--- src/psqf_pkg.sv ---
// types and constants shared by the packed symmetric quadratic form core
// no dependencies; imported by psqf_datapath and the top level
package psqf_pkg;

   localparam int ElemW   = 16;  // Q8.8 vector and matrix elements
   localparam int ProdW   = 32;  // x_i * x_j, Q16.16
   localparam int TermW   = 49;  // a * x_i * x_j doubled, Q25.24
   localparam int AccW    = 64;  // Q40.24 accumulator
   localparam int SizeW   = 7;   // matrix_size register

   localparam logic MODE_VECTOR = 1'b0;
   localparam logic MODE_MATRIX = 1'b1;

   // control that travels with one matrix element down the datapath
   typedef struct packed {
      logic valid;
      logic contrib;    // element lies inside the triangle
      logic offdiag;    // term counts twice
      logic last;       // closes the pass
      logic count_err;  // element count disagrees with n(n+1)/2
   } op_type;

endpackage

--- src/psqf_datapath.sv ---
// multiply pipeline and saturating accumulator of the quadratic form core
// depends on psqf_pkg
module psqf_datapath (
   input  logic                                clock,
   input  logic                                reset,
   input  psqf_pkg::op_type                    op_in,
   input  logic signed [psqf_pkg::ElemW-1:0]   value_in,
   input  logic signed [psqf_pkg::ElemW-1:0]   xi_in,
   input  logic signed [psqf_pkg::ElemW-1:0]   xj_in,
   output logic                                busy,
   output logic                                rsp_valid,
   output logic signed [psqf_pkg::AccW-1:0]    rsp_quad_value,
   output logic                                rsp_overflow,
   output logic                                rsp_count_error
);
   import psqf_pkg::*;

   localparam logic signed [AccW-1:0] AccMax = {1'b0, {(AccW-1){1'b1}}};
   localparam logic signed [AccW-1:0] AccMin = {1'b1, {(AccW-1){1'b0}}};

   op_type                  op1_ff, op2_ff;
   logic signed [ElemW-1:0] val1_ff;
   logic signed [ProdW-1:0] prod1_ff, prod1_in;
   logic signed [TermW-1:0] term2_ff, term2_in;
   logic signed [2*ElemW+ProdW-ElemW-1:0] term_raw;
   logic signed [AccW-1:0]  acc_ff, acc_sat;
   logic                    sticky_ff, ovf_now;
   logic signed [AccW:0]    sum;
   logic                    rsp_valid_ff;
   logic signed [AccW-1:0]  quad_ff;
   logic                    ovf_out_ff, cnt_err_ff;

   // stage 1: x_i * x_j
   assign prod1_in = xi_in * xj_in;

   // stage 2: a * (x_i * x_j), doubled off the diagonal, zero outside the triangle
   always_comb begin
      term_raw = val1_ff * prod1_ff;
      priority if (!op1_ff.contrib) begin
         term2_in = '0;
      end else if (op1_ff.offdiag) begin
         term2_in = TermW'(term_raw) <<< 1;
      end else begin
         term2_in = TermW'(term_raw);
      end
   end

   // stage 3: saturating accumulate
   always_comb begin
      sum     = {acc_ff[AccW-1], acc_ff} + (AccW+1)'(term2_ff);
      ovf_now = sum[AccW] ^ sum[AccW-1];
      if (ovf_now) begin
         acc_sat = sum[AccW] ? AccMin : AccMax;
      end else begin
         acc_sat = sum[AccW-1:0];
      end
   end

   always_ff @(posedge clock) begin
      prod1_ff <= prod1_in;
      val1_ff  <= value_in;
      term2_ff <= term2_in;
      if (reset) begin
         op1_ff       <= '0;
         op2_ff       <= '0;
         acc_ff       <= '0;
         sticky_ff    <= 1'b0;
         rsp_valid_ff <= 1'b0;
      end else begin
         op1_ff       <= op_in;
         op2_ff       <= op1_ff;
         rsp_valid_ff <= 1'b0;
         if (op2_ff.valid) begin
            if (op2_ff.last) begin
               acc_ff       <= '0;
               sticky_ff    <= 1'b0;
               rsp_valid_ff <= 1'b1;
            end else begin
               acc_ff    <= acc_sat;
               sticky_ff <= sticky_ff | ovf_now;
            end
         end
      end
   end

   // result payload, only meaningful under the strobe
   always_ff @(posedge clock) begin
      if (op2_ff.valid && op2_ff.last) begin
         quad_ff    <= acc_sat;
         ovf_out_ff <= sticky_ff | ovf_now;
         cnt_err_ff <= op2_ff.count_err;
      end
   end

   assign busy            = op1_ff.valid | op2_ff.valid;
   assign rsp_valid       = rsp_valid_ff;
   assign rsp_quad_value  = quad_ff;
   assign rsp_overflow    = ovf_out_ff;
   assign rsp_count_error = cnt_err_ff;

endmodule

--- src/packed_symmetric_quadratic_form_core.sv ---
// packed symmetric quadratic form core: x^T A x over a packed lower triangle
// holds the vector memory and the index counters; depends on psqf_pkg and
// psqf_datapath
//
// usage:
//   - set the dimension n through csr_write_enable / csr_write_data while idle
//     (0 is taken as 1, values above MAX_SIZE as MAX_SIZE)
//   - transfer the vector with req_mode = 0, one element per cycle while busy
//     is low, req_last on the final one
//   - then transfer the triangle row-major with req_mode = 1; req_last on the
//     final element closes the pass
//   - a transfer happens on a clock edge with start high and busy low
//   - each matrix element holds busy until it is through, so matrix elements
//     go in one at a time: memory read, x_i*x_j, a*product, accumulate
//   - the result strobe rsp_valid is registered behind op_ff, op1_ff and
//     op2_ff after the final transfer and lasts one cycle; there is no
//     backpressure, the receiver must take it
//   - reset clears the indices, accumulator and flags and sets n to 1; the
//     vector memory keeps its contents and needs no clearing pass, entries
//     must be written before the triangle uses them
module packed_symmetric_quadratic_form_core #(
   parameter int MAX_SIZE = 64
) (
   input  logic                                clock,
   input  logic                                reset,
   input  logic                                start,
   output logic                                busy,
   input  logic                                req_mode,
   input  logic signed [psqf_pkg::ElemW-1:0]   req_value,
   input  logic                                req_last,
   output logic                                rsp_valid,
   output logic signed [psqf_pkg::AccW-1:0]    rsp_quad_value,
   output logic                                rsp_overflow,
   output logic                                rsp_count_error,
   input  logic                                csr_write_enable,
   input  logic [psqf_pkg::SizeW-1:0]          csr_write_data
);
   import psqf_pkg::*;

   localparam int AddrW  = $clog2(MAX_SIZE);
   localparam int IdxW   = $clog2(MAX_SIZE + 1);
   localparam int ExpMax = MAX_SIZE * (MAX_SIZE + 1) / 2;
   localparam int CntW   = $clog2(ExpMax + 2);
   localparam int NW     = 2 * IdxW + 1;
   localparam logic [IdxW-1:0] MaxIdx = IdxW'(MAX_SIZE);
   localparam logic [CntW-1:0] CntTop = '1;

   logic [SizeW-1:0]       size_ff;
   logic [IdxW-1:0]        wr_idx_ff, row_ff, col_ff;
   logic [CntW-1:0]        cnt_ff, cnt_in;
   logic [IdxW-1:0]        n_use;
   logic [NW-1:0]          exp_full;
   logic [CntW-1:0]        exp_cnt;
   logic                   accept, dp_busy, wr_en, contrib, offdiag;
   op_type                 op_ff;
   logic signed [ElemW-1:0] value_ff, xi_ff, xj_ff;
   logic [ElemW-1:0]       vmem [MAX_SIZE];

   assign accept = start && !busy;
   assign busy   = op_ff.valid | dp_busy;

   // dimension in use, clamped
   always_comb begin
      priority if (size_ff == '0) begin
         n_use = IdxW'(1);
      end else if (32'(size_ff) > 32'(MAX_SIZE)) begin
         n_use = MaxIdx;
      end else begin
         n_use = IdxW'(size_ff);
      end
   end

   always_comb begin
      exp_full = (NW'(n_use) * (NW'(n_use) + NW'(1))) >> 1;
      exp_cnt  = CntW'(exp_full);
      cnt_in   = (cnt_ff == CntTop) ? cnt_ff : cnt_ff + CntW'(1);
      contrib  = row_ff < n_use;
      offdiag  = col_ff < row_ff;
      wr_en    = accept && (req_mode == MODE_VECTOR) && (wr_idx_ff < MaxIdx);
   end

   always_ff @(posedge clock) begin
      if (reset) begin
         size_ff <= SizeW'(1);
      end else if (csr_write_enable) begin
         size_ff <= csr_write_data;
      end
   end

   // index counters and element count
   always_ff @(posedge clock) begin
      if (reset) begin
         wr_idx_ff <= '0;
         row_ff    <= '0;
         col_ff    <= '0;
         cnt_ff    <= '0;
         op_ff     <= '0;
      end else begin
         op_ff <= '0;
         if (accept && req_mode == MODE_VECTOR) begin
            if (req_last) begin
               wr_idx_ff <= '0;
            end else if (wr_idx_ff < MaxIdx) begin
               wr_idx_ff <= wr_idx_ff + IdxW'(1);
            end
         end
         if (accept && req_mode == MODE_MATRIX) begin
            op_ff.valid     <= 1'b1;
            op_ff.contrib   <= contrib;
            op_ff.offdiag   <= offdiag;
            op_ff.last      <= req_last;
            op_ff.count_err <= cnt_in != exp_cnt;
            if (req_last) begin
               row_ff <= '0;
               col_ff <= '0;
               cnt_ff <= '0;
            end else begin
               cnt_ff <= cnt_in;
               if (contrib) begin
                  if (offdiag) begin
                     col_ff <= col_ff + IdxW'(1);
                  end else begin
                     col_ff <= '0;
                     row_ff <= row_ff + IdxW'(1);
                  end
               end
            end
         end
      end
   end

   // vector memory: one write port, two registered read ports; busy keeps a
   // write from meeting a read in flight
   always_ff @(posedge clock) begin
      if (wr_en) begin
         vmem[wr_idx_ff[AddrW-1:0]] <= req_value;
      end
      if (accept && req_mode == MODE_MATRIX && contrib) begin
         xi_ff <= vmem[row_ff[AddrW-1:0]];
         xj_ff <= vmem[col_ff[AddrW-1:0]];
      end
   end

   always_ff @(posedge clock) begin
      if (accept) begin
         value_ff <= req_value;
      end
   end

   psqf_datapath u_datapath (
      .clock           (clock),
      .reset           (reset),
      .op_in           (op_ff),
      .value_in        (value_ff),
      .xi_in           (xi_ff),
      .xj_in           (xj_ff),
      .busy            (dp_busy),
      .rsp_valid       (rsp_valid),
      .rsp_quad_value  (rsp_quad_value),
      .rsp_overflow    (rsp_overflow),
      .rsp_count_error (rsp_count_error)
   );

   // a result follows only a final matrix transfer, through the op registers
   a_rsp_after_last: assert property (@(posedge clock) disable iff (reset)
      rsp_valid |-> $past(accept && req_mode == MODE_MATRIX && req_last, 4))
      else $error("result without a closing matrix transfer");

   a_rsp_single: assert property (@(posedge clock) disable iff (reset)
      rsp_valid |=> !rsp_valid)
      else $error("result strobe longer than one cycle");

   a_wr_idx_range: assert property (@(posedge clock) disable iff (reset)
      wr_idx_ff <= MaxIdx)
      else $error("vector write index past the memory");

   a_col_in_row: assert property (@(posedge clock) disable iff (reset)
      col_ff <= row_ff)
      else $error("column index beyond the diagonal");

   a_no_rsp_while_fed: assert property (@(posedge clock) disable iff (reset)
      (accept && req_mode == MODE_MATRIX) |=> !rsp_valid)
      else $error("result overlaps a pass still in flight");

endmodule
--- config.mk ---
export PLATFORM = sky130hd
export DESIGN_NAME = packed_symmetric_quadratic_form_core
export DESIGN_NICKNAME = d
export VERILOG_FILES = /design/src/psqf_pkg.sv /design/src/psqf_datapath.sv /design/src/packed_symmetric_quadratic_form_core.sv
export SDC_FILE = /design/constraint.sdc
export NUM_CORES = 2
export LEC_CHECK = 0
export ABC_AREA = 1
export BUFFER_PORTS_ARGS = -buffer_cell sky130_fd_sc_hd__buf_2
export CORE_MARGIN = 3
export CORE_UTILIZATION = 55
export CTS_CLUSTER_DIAMETER = 120
export CTS_CLUSTER_SIZE = 20
export DETAILED_ROUTE_END_ITERATION = 12
export PLACE_DENSITY = 0.73
export SLEW_MARGIN = 20
export SYNTH_ARGS = -nofsm -noshare
export SYNTH_HDL_FRONTEND = slang
export SYNTH_SLANG_ARGS = --single-unit
--- constraint.sdc ---
create_clock -name clock -period 5.8 [get_ports clock]
set_input_delay 0.58 -clock clock [delete_from_list [all_inputs] [get_ports clock]]
set_output_delay 0.58 -clock clock [all_outputs]
set_load 0.02 [all_outputs]
# Word level (Yosys, flattened, before mapping)

Memory sizes are Yosys's and may differ from the RTL's. A register that Yosys moved wholly into a read port is not among the register bits.
Cells that the tools add are included.

$add $sub $neg: 6
$mul: 3
Magnitude comparators: 4
Equal/unequal tests: 3
Multiplexer cells: 21
Bitwise logic cells: 8
Reductions and logical operators: 16

Operator list:

| cell                                          | count |
|---|---|
| 2-to-1 mux 64 bit                             | 3 |
| 2-to-1 mux 7 bit                              | 10 |
| adder 64 x 49 -> 65 bit                       | 1 |
| multiplier 16 x 32 -> 48 bit                  | 1 |
| 2-to-1 mux 48 bit                             | 1 |
| multiplier 16 x 16 -> 32 bit                  | 1 |
| 2-to-1 mux 12 bit                             | 2 |
| adder 7 x 1 -> 7 bit, second input constant   | 3 |
| < comparator 7 bit                            | 2 |
| multiplier 7 x 8 -> 13 bit                    | 1 |
| adder 12 x 1 -> 12 bit, second input constant | 1 |
| equality test 12 bit, second input constant   | 1 |
| != test 12 bit                                | 1 |
| adder 7 x 1 -> 8 bit, second input constant   | 1 |
| > comparator 7 bit, second input constant     | 1 |
| zero test 7 bit                               | 1 |
| < comparator 7 bit, second input constant     | 1 |
| logical AND 1 bit                             | 6 |
| OR reduction 2 bit                            | 3 |
| 2-to-1 mux 5 bit                              | 1 |
| 2-to-1 mux 1 bit                              | 4 |
| inverter 1 bit                                | 4 |
| AND reduction 2 bit                           | 2 |
| nonzero test 2 bit                            | 2 |
| 5 further kinds                               | 7 |

Register bits: 298
RAM bits: 1024
Bits of input ports: 29
Output and inout port bits: 68
Logic and storage cells: 91
Memories kept: 1

Memories:

| memory | depth | width | rd ports | clocked after memory_dff | write ports | line                                       | source |
|---|---|---|---|---|---|---|---|
| vmem   | 64    | 16    | 2        | 2                        | 1           | packed_symmetric_quadratic_form_core.sv:57 | `logic [ElemW-1:0] vmem [MAX_SIZE];` |

# Depth between registers and ports, before layout

Word-level depth: 8
Depth in mapped cells: 34
Mapped depth without buffers: 34

# Modules after synthesis

Synthesis repeated with hierarchy kept, for this count alone.

Cells, all modules: 11372
Area total of the unflattened synthesis: 97786.3 um^2

Modules (own cells, without submodules):

| module                               | times used | cells an instance | area each (um^2) | sequential area each (um^2) |
|---|---|---|---|---|
| packed_symmetric_quadratic_form_core | 1          | 5890              | 56371.6          | 33091.7 |
| psqf_datapath                        | 1          | 5482              | 41414.7          | 5405.2 |

# Worst setup path before layout

No wires, ideal clock.

Path type: register to register
Start: register u_datapath.prod1_ff[11]
End: register u_datapath.term2_ff[24]
Library setup time: 0.114 ns
Arrival: 5.608 ns
Data required time: 5.686 ns
Setup slack: 0.079 ns
Cell stages (with the launch flop): 26
Path buffers: 2
Clock period less this slack: 5.721 ns
Cell sequence: dfxtp_1 > clkbuf_1 > clkbuf_1 > nand2_1 > fa_1 > fa_1 > fa_1 > inv_1 > fa_1 > fa_1 > inv_1 > fa_1 > inv_1 > ha_1 > nand2_1 > nor2_1 > nand4_1 > nor2_1 > nor2_1 > o21ai_1 > a21oi_1 > or2_1 > nand2_1 > nand2_1 > nand3_1 > nand2_1

Cells in the longest elaborated chain, start to end: 2

RTL lines:

| item                         | line                | source |
|---|---|---|
| start, declared              | psqf_datapath.sv:23 | `logic signed [ProdW-1:0] prod1_ff, prod1_in;` |
| start signal, assigned       | psqf_datapath.sv:60 | `prod1_ff <= prod1_in;` |
| multiplier 16 x 32 -> 48 bit | psqf_datapath.sv:38 | `term_raw = val1_ff * prod1_ff;` |
| 2-to-1 mux 48 bit            | psqf_datapath.sv:41 | `end else if (op1_ff.offdiag) begin` |
| end signal, assigned         | psqf_datapath.sv:62 | `term2_ff <= term2_in;` |
| end, declared                | psqf_datapath.sv:24 | `logic signed [TermW-1:0] term2_ff, term2_in;` |

Every way passes these cells.
A chain may end at the register's enable or synchronous reset.

# Worst setup path in the final report

Start: register u_datapath.val1_ff[10]
End: register u_datapath.term2_ff[43]

Cells in the longest elaborated chain, start to end: 2

RTL lines:

| item                         | line                | source |
|---|---|---|
| start, declared              | psqf_datapath.sv:22 | `logic signed [ElemW-1:0] val1_ff;` |
| start signal, assigned       | psqf_datapath.sv:61 | `val1_ff <= value_in;` |
| multiplier 16 x 32 -> 48 bit | psqf_datapath.sv:38 |  |
| 2-to-1 mux 48 bit            | psqf_datapath.sv:41 |  |

Every way passes these cells.

==> flow_metrics.py <==
metrics = {
    "placement": {
        "dp_cells": 13600,
        "place_congestion": 1.03,
        "port_buffers": 96,
        "dp_hpwl_um": 219000,
    },
    "layout": {
        "n_fill_cell": 14700,
        "layout_commonest_cell": "nand2_1",
        "drive_above_1_share": 0.115,
        "syn_to_final_growth_pct": 10.8,
        "nets": 12500,
        "final_cell_mix": "2183 x nand2_1, 1889 x inv_1, 1138 x edfxtp_1",
        "fin_cells": 13800,
    },
    "timing": {
        "finalMaxSlewViolations": 0,
        "worst_slew_pin_slew_ns": 1.01,
        "finalHoldViolCount": 0,
        "slew-limit-headroom": 0.318,
        "whs_ns": 0.0858,
        "post-route-min-period_ns": 5.73,
        "period_share": 0.989,
        "fmax_mhz": 174,
        "rsz0062_at_grt": "yes",
        "fin_skew_ns": 0.0528,
        "setup_violations": 0,
    },
    "drt": {
        "dr.first_iter.drc_count": 10500,
        "avgRoutedWirePerCell_um": 23.1,
        "drc": 3,
        "final_antenna_net_count": 0,
        "via_per_inst": 6.01,
        "dr.pass1.iters": 11,
        "vias": 82900,
        "wirelength_um": 319000,
    },
    "floorplan": {
        "die_area_mm2": 0.183,
        "coreArea_mm2": 0.176,
        "io_pins": 97,
        "initial_core_util": 0.554,
        "fp.dieH_um": 428,
        "core.rowCount": 154,
        "die_width_um": 428,
    },
    "clock_tree": {
        "insertion_delay_ns": 0.76,
        "cts_made_buffers": 79,
        "cts_root_buffer": "clkbuf_16",
        "htree_num_levels": 3,
        "cts_tree": "yes",
        "cts.clk_slew.worst_paths_ns": 0.09,
        "clock_path_buffers": 3,
        "cts.sinks": 1354,
    },
    "setup_path": {
        "critPathCaptureType": "flop",
        "critPathArrivalTime_ns": 6.35,
        "reg2reg_depth": 22,
        "cp.required_ns": 6.42,
        "path_class": "flop to flop",
        "crit_path_max_fanout": 12,
        "crit_path_start_kind": "flop",
    },
    "global_route": {
        "overflow": 0,
        "grt_pass1_vias": 80200,
        "track_usage": 0.339,
        "antenna_found_initial": 16,
        "grt_max_degree": 191,
        "grt_pass1_wl_um": 472000,
    },
    "yosys": {
        "synth_edf_count": 1138,
        "ys_top_cells_by_area": "edfxtp_1 35%, fa_1 16%, nand2_1 8.6%",
        "ys_seq_elements": 1354,
        "synth.avg_cell_area_um2": 8.64,
        "yosys_warnings": 0,
        "ys.flop_type": "edfxtp_1",
        "synth_area_leader_cell": "edfxtp_1",
        "yosysSeqAreaShare": 0.394,
        "syn-cell-area_mm2": 0.0977,
        "ys_types": 61,
        "netlist_instances": 11300,
        "async_flop_share": 0,
        "synth_top_area_frac": 0.350,
    },
    "min_path": {
        "min_path_cells": 3,
        "hold_path.class": "input pin to flop",
    },
    "job": {
        "cap_violations": 0,
    },
    "outcome": {
        "violations": "design-rule violations",
        "outcome": "complete, but fails checks",
    },
}
metrics by stage:
step | util | cell area, um^2 | setup TNS, ns | setup slack (ns)
5_1_grt | 0.614 | 108000 | -2.31 | -0.158
3_5_place_dp | 0.585 | 103000 | -3.36 | -0.255
4_1_cts | 0.599 | 106000 | -0.156 | -0.0372
6_report | 0.614 | 108000 | 0 | 0.0666
3_3_place_gp | 0.585 | 103000 | -2.10 | -0.254
2_1_floorplan | - | 97700 | 0 | 0.0786
layer usage:
metal | global-route usage | part of all wire | up-vias
met3 | 0.0612 | 0.11 | 1132
met4 | 0.206 | 0.073 | 8
met1 | 0.432 | 0.37 | 39900
li1 | - | - | 36900
met2 | 0.540 | 0.45 | 4905
met5 | 0 | 0.00017 | -
logic make-up (layout without fill, tap and decap cells):
family	after synthesis	in the layout	share of synthesized area
AND/OR/NAND/NOR	3766	3766	0.159
buffers and inverters	2588	2716	0.101
AO/OA/AOI/OAI	2390	2390	0.135
flip-flops	1354	1354	0.394
adder cells (fa/ha/maj)	1086	1086	0.199
XOR/XNOR	131	131	0.0117
other	2	12	0.0000769
repair_timing:
action / in CTS / in global routing
pin swaps: 13 / 140
resized for setup: 57 / 459
hold buffers: 1 / 0
setup endpoints to repair: 37 / 51
cloned: 0 / 11
buffers inserted: 13 / 54
hold endpoints to repair: 3 / 0
flip-flops by register name, indices dropped and copies added (netlist names):
name                        flops
value_ff                       16
op_ff                           5
u_datapath.sticky_ff            1
xj_ff                          16
vmem                         1024
u_datapath.op2_ff               3
wr_idx_ff                       7
u_datapath.acc_ff              64
u_datapath.rsp_overflow         1
row_ff                          7
u_datapath.term2_ff            49
u_datapath.val1_ff             16
xi_ff                          16
cnt_ff                         12
u_datapath.rsp_quad_value      64
u_datapath.rsp_count_error      1
u_datapath.rsp_valid            1
size_ff                         7
u_datapath.op1_ff               5
col_ff                          7
u_datapath.prod1_ff            32
critical path, stage by stage, from the launching register on:
cell     delay, ns
dfxtp_4       0.42
buf_12        0.16
buf_4         0.13
nand2_1       0.07
fa_1          0.54
inv_1         0.06
fa_1          0.44
fa_1          0.54
fa_1          0.53
fa_1          0.55
inv_1         0.05
fa_1          0.49
inv_2         0.05
ha_4          0.23
inv_1         0.09
o21ai_2       0.09
a31oi_2       0.20
o21ai_1       0.14
a31oi_1       0.25
nand3_2       0.16
or2_4         0.28
nand3_2       0.06
nand2_1       0.07
path summary, 6_finish.rpt:
| kind | startpoint | to | slack [ns] |
|---|---|---|---|
| worst max-delay path | u_datapath.val1_ff[10]$_DFF_P_ | u_datapath.term2_ff[43]$_SDFF_PN0_ | 0.07 |
| worst min-delay path | csr_write_data[0] | size_ff[0]$_SDFFE_PP1P_ | 0.09 |
| worst max register to register | u_datapath.val1_ff[10]$_DFF_P_ | u_datapath.term2_ff[43]$_SDFF_PN0_ | 0.07 |
| worst min register to register | value_ff[4]$_DFFE_PP_ | u_datapath.val1_ff[4]$_DFF_P_ | 0.34 |
layout make-up:
type                    count  area (um^2)  area share
inverters                1951         7340      0.0678
clock buffers             101         2080      0.0192
flip-flops and latches   1354        38600       0.356
multi-input cells        7378        51100       0.472
diodes                      7         17.5    0.000162
well taps                2340         2930      0.0271
clock inverters            10          179     0.00165
repair buffers            654         5980      0.0552
Yosys cell counts, types with 3 or more instances:
cell       instances
o311ai_0           7
clkinv_1           4
a21oi_2           12
and2_1             3
a31oi_1           39
a211oi_1          14
o22ai_1           87
a21o_1             7
o211ai_1         288
o21ai_1            5
buf_6              6
nor2_2             9
o21a_1             8
nand3b_1          12
a32o_1             6
or2_2             29
xor2_1            85
nor2_1           725
nor3_2             3
a2111oi_0          3
nand4_1           85
o21bai_1          30
inv_1           1943
buf_2             57
buf_12             3
dfxtp_1          216
xnor2_1           46
nor3_1            26
ha_1             309
fa_1             777
edfxtp_1        1138
buf_1             74
inv_2              4
nand3_1          488
buf_8              3
nor4_1            16
clkbuf_1         494
a221o_1            4
nand2_2          112
o21ai_0         1133
a21oi_1          737
nand2_1         2242
Power is left out: the tool's default activity adds up to more than one toggle a clock period on the data nets, which glitch-free logic cannot reach.
